==> src/design/pcm_pkg.sv <==
package pcm_pkg;

    // register indexes
    localparam int NumRegs = 7;
    localparam logic [2:0] RegC11C12 = 3'd0;
    localparam logic [2:0] RegC13C14 = 3'd1;
    localparam logic [2:0] RegC33C44 = 3'd2;
    localparam logic [2:0] RegC66E15 = 3'd3;
    localparam logic [2:0] RegE22E31 = 3'd4;
    localparam logic [2:0] RegE33Eps11 = 3'd5;
    localparam logic [2:0] RegEps33 = 3'd6;

    localparam int QueueDepth = 4;
    localparam int QPtrW = $clog2(QueueDepth);

    // 1/(eps0 * 1e10) = KNum / KDen; KNum carries 8 extra fraction bits
    localparam logic [15:0] KDen = 16'd44271;
    localparam logic [26:0] KNumScaled = 27'd128000000;

    localparam int NumUnits = 6;          // unique (p,s) pairs of the piezo term
    localparam int DivBits = 41;          // quotient bits below the clamp
    localparam logic [41:0] TermLimit = 42'h100_0000_0000;
    localparam int PreStg = 7;            // stages up to the divider start
    localparam int NumStg = PreStg + DivBits + 2;

    typedef struct packed {
        logic signed [15:0] c11;
        logic signed [15:0] c12;
        logic signed [15:0] c13;
        logic signed [15:0] c14;
        logic signed [15:0] c33;
        logic signed [15:0] c44;
        logic signed [15:0] c66;
        logic signed [15:0] e15;
        logic signed [15:0] e22;
        logic signed [15:0] e31;
        logic signed [15:0] e33;
        logic [15:0]        eps11;
        logic [15:0]        eps33;
    } t_coef;

    // queue entry: direction products, weighted permittivity, zero flag
    typedef struct packed {
        logic [8:0][31:0] nn;
        logic [47:0]      epsw;
        logic             zero;
    } t_qent;

    function automatic int voigt(input int i, input int j);
        if (i == j) begin
            return i;
        end
        return 6 - i - j;
    endfunction

    function automatic int pair_p(input int k);
        case (k)
            0, 1, 2: return 0;
            3, 4: return 1;
            default: return 2;
        endcase
    endfunction

    function automatic int pair_s(input int k);
        case (k)
            0: return 0;
            1, 3: return 1;
            default: return 2;
        endcase
    endfunction

    function automatic int pair_idx(input int p, input int s);
        int lo;
        int hi;
        lo = (p < s) ? p : s;
        hi = (p < s) ? s : p;
        if (lo == 0) begin
            return hi;
        end
        if (lo == 1) begin
            return hi + 2;
        end
        return 5;
    endfunction

    // trigonal stiffness in Voigt form
    function automatic logic signed [16:0] cm_coef(input t_coef c, input int a, input int b);
        logic signed [16:0] r;
        r = '0;
        case (a)
            0: begin
                case (b)
                    0: r = 17'(c.c11);
                    1: r = 17'(c.c12);
                    2: r = 17'(c.c13);
                    3: r = 17'(c.c14);
                    default: r = '0;
                endcase
            end
            1: begin
                case (b)
                    0: r = 17'(c.c12);
                    1: r = 17'(c.c11);
                    2: r = 17'(c.c13);
                    3: r = -17'(c.c14);
                    default: r = '0;
                endcase
            end
            2: begin
                case (b)
                    0, 1: r = 17'(c.c13);
                    2: r = 17'(c.c33);
                    default: r = '0;
                endcase
            end
            3: begin
                case (b)
                    0: r = 17'(c.c14);
                    1: r = -17'(c.c14);
                    3: r = 17'(c.c44);
                    default: r = '0;
                endcase
            end
            4: begin
                case (b)
                    4: r = 17'(c.c44);
                    5: r = 17'(c.c14);
                    default: r = '0;
                endcase
            end
            default: begin
                case (b)
                    4: r = 17'(c.c14);
                    5: r = 17'(c.c66);
                    default: r = '0;
                endcase
            end
        endcase
        return r;
    endfunction

    // trigonal piezo tensor in Voigt form, row q
    function automatic logic signed [16:0] pe_coef(input t_coef c, input int q, input int b);
        logic signed [16:0] r;
        r = '0;
        case (q)
            0: begin
                case (b)
                    4: r = 17'(c.e15);
                    5: r = -17'(c.e22);
                    default: r = '0;
                endcase
            end
            1: begin
                case (b)
                    0: r = -17'(c.e22);
                    1: r = 17'(c.e22);
                    3: r = 17'(c.e15);
                    default: r = '0;
                endcase
            end
            default: begin
                case (b)
                    0, 1: r = 17'(c.e31);
                    2: r = 17'(c.e33);
                    default: r = '0;
                endcase
            end
        endcase
        return r;
    endfunction

endpackage

==> src/design/pcm_queue.sv <==
module pcm_queue (
    input  logic           i_clk,
    input  logic           i_rst_n,
    input  logic           i_push,
    input  pcm_pkg::t_qent i_data,
    output logic           o_full,
    input  logic           i_pop,
    output logic           o_valid,
    output pcm_pkg::t_qent o_data
);

    pcm_pkg::t_qent r_mem [pcm_pkg::QueueDepth];
    logic [pcm_pkg::QPtrW-1:0] r_wr;
    logic [pcm_pkg::QPtrW-1:0] r_rd;
    logic [pcm_pkg::QPtrW:0]   r_cnt;
    logic w_push;
    logic w_pop;

    assign o_full = (r_cnt == (pcm_pkg::QPtrW + 1)'(pcm_pkg::QueueDepth));
    assign o_valid = (r_cnt != '0);
    assign o_data = r_mem[r_rd];
    assign w_push = i_push && !o_full;
    assign w_pop = i_pop && o_valid;

    always_ff @(posedge i_clk) begin
        if (w_push) begin
            r_mem[r_wr] <= i_data;
        end
    end

    always_ff @(posedge i_clk) begin
        if (!i_rst_n) begin
            r_wr <= '0;
            r_rd <= '0;
            r_cnt <= '0;
        end else begin
            if (w_push) begin
                r_wr <= r_wr + 1'b1;
            end
            if (w_pop) begin
                r_rd <= r_rd + 1'b1;
            end
            case ({w_push, w_pop})
                2'b10: r_cnt <= r_cnt + 1'b1;
                2'b01: r_cnt <= r_cnt - 1'b1;
                default: r_cnt <= r_cnt;
            endcase
        end
    end

endmodule

==> config.mk <==
export PLATFORM = sky130hd
export DESIGN_NAME = pcm_queue
export DESIGN_NICKNAME = d
export VERILOG_FILES = /design/src/design/pcm_pkg.sv /design/src/design/pcm_queue.sv
export SDC_FILE = /design/constraint.sdc
export NUM_CORES = 1
export LEC_CHECK = 0
export BUFFER_PORTS_ARGS = -buffer_cell sky130_fd_sc_hd__buf_2
export CORE_MARGIN = 2
export CORE_UTILIZATION = 59
export CTS_BUF_LIST = sky130_fd_sc_hd__clkbuf_2 sky130_fd_sc_hd__clkbuf_4 sky130_fd_sc_hd__clkbuf_8
export DETAILED_ROUTE_END_ITERATION = 16
export PLACE_DENSITY = 0.79
export SKIP_LAST_GASP = 1
export SLEW_MARGIN = 20
export SYNTH_ARGS = -nofsm -noshare
export SYNTH_HDL_FRONTEND = slang
export SYNTH_SLANG_ARGS = --single-unit
==> constraint.sdc <==
create_clock -name i_clk -period 10 [get_ports i_clk]
set_input_delay 0.5 -clock i_clk [delete_from_list [all_inputs] [get_ports i_clk]]
set_output_delay 0.5 -clock i_clk [all_outputs]
set_load 0.05 [all_outputs]
==> results of run 1 <==
-- cell usage after synthesis --
library cell / instances / area, um^2
a21boi_0: 1 / 7.51
dfxtp_1: 9 / 180
nor2b_1: 3 / 18.8
o21ai_0: 2 / 10.0
nor3b_1: 1 / 7.51
xnor2_1: 3 / 26.3
nand2_1: 5 / 18.8
xor2_1: 1 / 8.76
or3_1: 2 / 12.5
clkbuf_1: 5 / 18.8
buf_6: 1 / 11.3
ha_1: 5 / 62.6
edfxtp_1: 1348 / 40500
inv_1: 6 / 22.5
mux2i_1: 2 / 20.0
buf_12: 36 / 721
o31a_1: 1 / 8.76
fa_1: 1 / 20.0
buf_8: 1 / 15.0
and2_1: 7 / 43.8
buf_2: 34 / 170
o311ai_0: 1 / 8.76
mux4_2: 337 / 7590
-- final cells by class --
| type | count | area, um^2 | share of cell area (%) |
|---|---|---|---|
| Sequential cell | 1357 | 40700 | 66.7 |
| Clock buffer | 283 | 3430 | 5.63 |
| Tap cell | 1080 | 1350 | 2.22 |
| Multi-Input combinational cell | 372 | 7870 | 12.9 |
| Inverter | 6 | 22.5 | 0.0369 |
| Antenna cell | 11 | 27.5 | 0.0452 |
| Clock inverter | 90 | 553 | 0.907 |
| Timing Repair Buffer | 1036 | 7040 | 11.5 |
-- worst min path at each step --
stage          startpoint       end  cells past startpoint
2_1_floorplan     r_wr[1]   r_wr[1]                      2
6_report            i_pop  register                      4
3_3_place_gp      r_wr[1]   r_wr[1]                      2
5_1_grt             i_pop  register                      4
4_1_cts             i_pop  register                      4
3_5_place_dp      r_wr[0]   r_wr[0]                      2
-- layer usage --
metal	global-route usage (%)	up-vias	wire length (um)
li1	-	10286	-
met1	31.0	12844	38800
met2	46.8	1356	61900
met3	7.58	260	9760
met4	12.0	6	4910
met5	0	-	43
-- flip-flops by register name (all words and copies together) (netlist names), named ones only --
name   flops
r_cnt      3
r_mem   1348
r_rd       2
r_wr       2
-- where the power goes --
group / internal [W] / total (W) / switching (W) / leakage, nW
clock: 0.00231 / 0.00442 / 0.00212 / 2.11
combinational: 0.00164 / 0.00554 / 0.00390 / 6.09
sequential: 0.00687 / 0.00703 / 0.000164 / 12.4
total: 0.0108 / 0.0170 / 0.00618 / 20.6
-- through the flow --
step	hold WS [ps]	instance area, um^2	total power (W)	std cells
6_report	173	61000	0.0170	4235
5_1_grt	105	61000	0.0175	4231
4_1_cts	59.7	60900	0.0170	4224
3_5_place_dp	501	53600	0.0125	3513
3_3_place_gp	476	53600	0.0124	3513
2_1_floorplan	468	49500	0.0117	1812
-- cells by family after synthesis --
| logic type | after synthesis |
|---|---|
| adder cells (fa/ha/maj) | 6 |
| multiplexers | 339 |
| AO/OA/AOI/OAI | 5 |
| XOR/XNOR | 4 |
| buffers and inverters | 83 |
| AND/OR/NAND/NOR | 18 |
| flip-flops | 1357 |
-- worst max-delay path, delay by kind of cell, from the launching register on --
kind | cells | cell delay (ps)
buffers and inverters | 3 | 1450
flip-flops | 1 | 350
multiplexers | 1 | 660
-- repair_timing --
action                                  4_1_cts  5_1_grt
endpoints found under the hold margin      1357        0
endpoints found under the setup margin        0        0
hold buffers                                338        0
==> impl_metrics.ini, run 1 <==
[yosys]
synth_fp_nets = 2159
synth_top_family_by_area = multiplexers
synth_area_um2 = 49500
syn-instance-count = 1812
yosys_warnings = 0
synth_seq_cells = 1357
ys_seq_area_share_pct = 82.2
synth_compound_area_share_pct = 0.0708
synth-xor-area-share_pct = 0.0708
synth_mux_area_share_pct = 15.4
yosys.area_share.simple_pct = 0.205
synth_area_per_cell_um2 = 27.3
synth_cell_types = 23
synth_fa_ha_area_share_pct = 0.167

[power_and_ir_drop]
p_leak_nw = 20.6
power_density_nw_per_um2 = 279
vdd_drop_max_v = 0.000223

[detailed_routing]
finalWirelength_um = 115000
first_pass_iters = 5
viasPerCell = 5.84
routedWlPerCell_um = 27.3
drc_errors = 0
vias = 24752
drt_iter0_drc = 2073
ant_nets = 0

[finish]
final_cell_mix = edfxtp_1 (1,348), buf_2 (679), dlygate4sd3_1 (338), mux4_2 (337), clkbuf_8 (209)
drive_above_1_share_pct = 43.4
final_nets = 3321
final_common_cell = edfxtp_1
area_growth_pct = 23.2
postLayoutCoreUtil_pct = 73.2
fillerInstances = 4344

[sta]
max_freq_mhz = 235
setup_tns_ps = 0
finalWorstSetupSlack_ps = 5740
finalHoldViolations = 0
rsz0062_at_grt = false
maxSlewViolCount = 0
worst_pin_slew_ps = 1160
clock_skew_ps = 41.7
period_minus_slack_ps = 4260
fin_crit_sh_pct = 42.6
slew_headroom_pct = 22.8
setup_viol = 0

[setup_path]
end_kind = primary output
required_ps = 9500
crit_type = reg -> out
cp-start-kind = register
reg2reg_depth = 5
reg2reg_to = r_mem[0][89]
rrSetupSlack_ps = 5970
arrival_ps = 3760
path_cells = buf_12 -> buf_12 -> mux4_2 -> buf_2
r2r_start = r_cnt[0]
cpMostUsedCell = buf_12
worstPathMaxFanout = 119
slowest_delay_ps = 700
cpMaxStageDelayCell = buf_12
critPathCapture = o_data[96]

[clock_network]
cts_num_sinks = 1357
cts_buffers = 201
post_cts_buffers = 0
cts_buffer_depth = 3
clock-root-buffer = clkbuf_8
cts_tree = yes
clk_pin_slew_ps = 60
htree_levels = 4
cts_resized = 0
clkLatencyLatePin_ps = 850

[floorplan]
core-area_um2 = 83300
dieArea_um2 = 86200
fp.dieW_um = 294
ioPinCount = 680
floorplan.initialDensity_pct = 59.4
rows = 106
die_h_um = 294

[global_routing]
grt_start_max_net_pins = 163
grt_pass1_vias = 26896
track_usage_pct = 26.8
grt_pass1_wl_um = 169000
antenna_found_initial = 14
globalRouteOverflowTotal = 0

[status]
status = finished, final reports clean

[placed_design]
routabilityCongestion = 0.790
pre_cts_ws_ps = 6010
portBuffers = 679
hpwl_um = 61600

[worst_hold_path]
hold_path_class = in -> reg

[run]
drv_cap = 0
Power figures use the tool's default switching activity.
==> run 2: changes to the inputs <==
clock period = 4.1 ns   (was 10 ns; I/O delays follow)
==> run 2 against run 1 <==
- sequential power increased by 140%
- power grew 140%
- die area is the same
- largest power group unchanged
==> impl_metrics.ini, run 2 (synthesis gave the netlist of run 1 again) <==
[clock_network]
cts_tree = yes
htree_levels = 4
clock-root-buffer = clkbuf_8
post_cts_buffers = 0
clk_pin_slew_ps = 60
cts_num_sinks = 1357
clkLatencyLatePin_ps = 870
cts_buffer_depth = 3
cts_buffers = 199

[setup_path]
required_ps = 3890
rrSetupSlack_ps = 1490
cp-start-kind = register
reg2reg_to = r_mem[3][34]
worstPathMaxFanout = 31
reg2reg_depth = 4
arrival_ps = 2950
end_kind = primary output
r2r_start = r_cnt[0]
crit_type = reg -> out

[worst_hold_path]
hold_path_class = in -> reg
min_from = i_data[132]
hold_depth = 2
hold_path_end = r_mem[3][132]

[global_routing]
grt_start_max_net_pins = 117
grt_pass1_wl_um = 169000
grt_pass1_vias = 26678
antenna_found_initial = 14
globalRouteOverflowTotal = 0
track_usage_pct = 27.1

[floorplan]
floorplan.initialDensity_pct = 59.4
die_h_um = 294
rows = 106
fp.dieW_um = 294
dieArea_um2 = 86200
ioPinCount = 680
core-area_um2 = 83300

[finish]
final_common_cell = edfxtp_1
final_nets = 3362
fin_area_um2 = 61300
fillerInstances = 4297
multi_input_area_um2 = 7870
register_area_um2 = 40700
reg_top3 = r_mem x1348, r_cnt x3
largest_register = r_mem
area_growth_pct = 24.0
instances_no_fill = 4268
final_cell_mix = edfxtp_1 (1,348), buf_2 (679), dlygate4sd3_1 (345), mux4_2 (337), clkbuf_8 (205)
drive_above_1_share_pct = 43.3
largest_reg_flops = 1348

[sta]
worst_pin_slew_ps = 794
fin_crit_sh_pct = 76.9
slew_headroom_pct = 47.1
max_freq_mhz = 317
maxSlewViolCount = 0
rsz0062_at_grt = false
holdWs_ps = 96.7
setup_viol = 0
period_minus_slack_ps = 3150
finalHoldViolations = 0
clock_skew_ps = 55.8

[detailed_routing]
drc_errors = 0
ant_nets = 0
finalWirelength_um = 116000
routedWlPerCell_um = 27.3
first_pass_iters = 5
vias = 25002
drt_iter0_drc = 2163
viasPerCell = 5.86

[placed_design]
routabilityCongestion = 0.806
placed_area_um2 = 54000
dpl.cell_count = 3549
portBuffers = 679
hpwl_um = 66400

[power_and_ir_drop]
power_density_nw_per_um2 = 674
vdd_drop_max_v = 0.000509
p_leak_nw = 20.8
power_w = 0.0413

[status]
status = finished, final reports clean

[run]
drv_cap = 0
==> run 2: cell count changes in the layout (fill, tap and decap cells not counted), sizes merged <==
cell,delta
dlygate4sd3,+7
inv,-2
clkinvlp,-1
diode,-1
clkinv,+4
buf,+36
clkbuf,-9
bufinv,-1
==> run 2: cell type report <==
cell class                      instances  share of cell area [%]
Sequential cell                      1357                    66.3
Inverter                                6                  0.0367
Antenna cell                           10                  0.0408
Tap cell                             1080                    2.20
Clock inverter                         90                   0.791
Clock buffer                          274                    5.44
Multi-Input combinational cell        372                    12.8
Timing Repair Buffer                 1079                    12.4
==> run 2: where the power goes <==
part | switching, W | total [W] | leakage (nW) | internal [W]
logic | 0.00955 | 0.0137 | 6.37 | 0.00412
registers | 0.000441 | 0.0172 | 12.4 | 0.0167
clock network | 0.00508 | 0.0105 | 2.01 | 0.00541
total | 0.0151 | 0.0413 | 20.8 | 0.0262
==> run 2: routing by layer <==
metal	GRT usage, %	part of all wire (%)	up-vias
li1	-	-	10366
met1	31.9	34	12973
met2	46.5	53	1376
met3	7.50	8.8	277
met4	12.9	4.5	10
met5	0	0.059	-
==> run 2: through the flow <==
| step | TNS, ps | util (%) | setup WS, ps |
|---|---|---|---|
| finish | 0 | 73.6 | 946 |
| global route | 0 | 73.6 | 753 |
| CTS | 0 | 73.6 | 809 |
| detailed placement | 0 | 64.9 | 1450 |
| global placement | 0 | 64.9 | 1560 |
| floorplan | -2074620 | - | -1540 |
==> run 2: worst max-delay path by stage <==
stage,end,slack (ps),depth (start not counted)
after detailed placement,r_mem[3][35],1450,4
after floorplan,r_mem[0][0],-1540,4
after global placement,r_mem[1][30],1560,4
after CTS,o_data[212],810,3
final,o_data[273],950,3
after global routing,o_data[273],750,3
==> run 2: what timing repair did <==
action | CTS | global route
gates resized for setup | 0 | 0
endpoints found under the hold margin | 1357 | 0
hold buffers | 345 | 0
==> run 2: worst max-delay path, stage by stage, from the launching register on <==
cell     delay [ps]
dfxtp_4         610
buf_4           600
mux4_2          650
buf_2           250
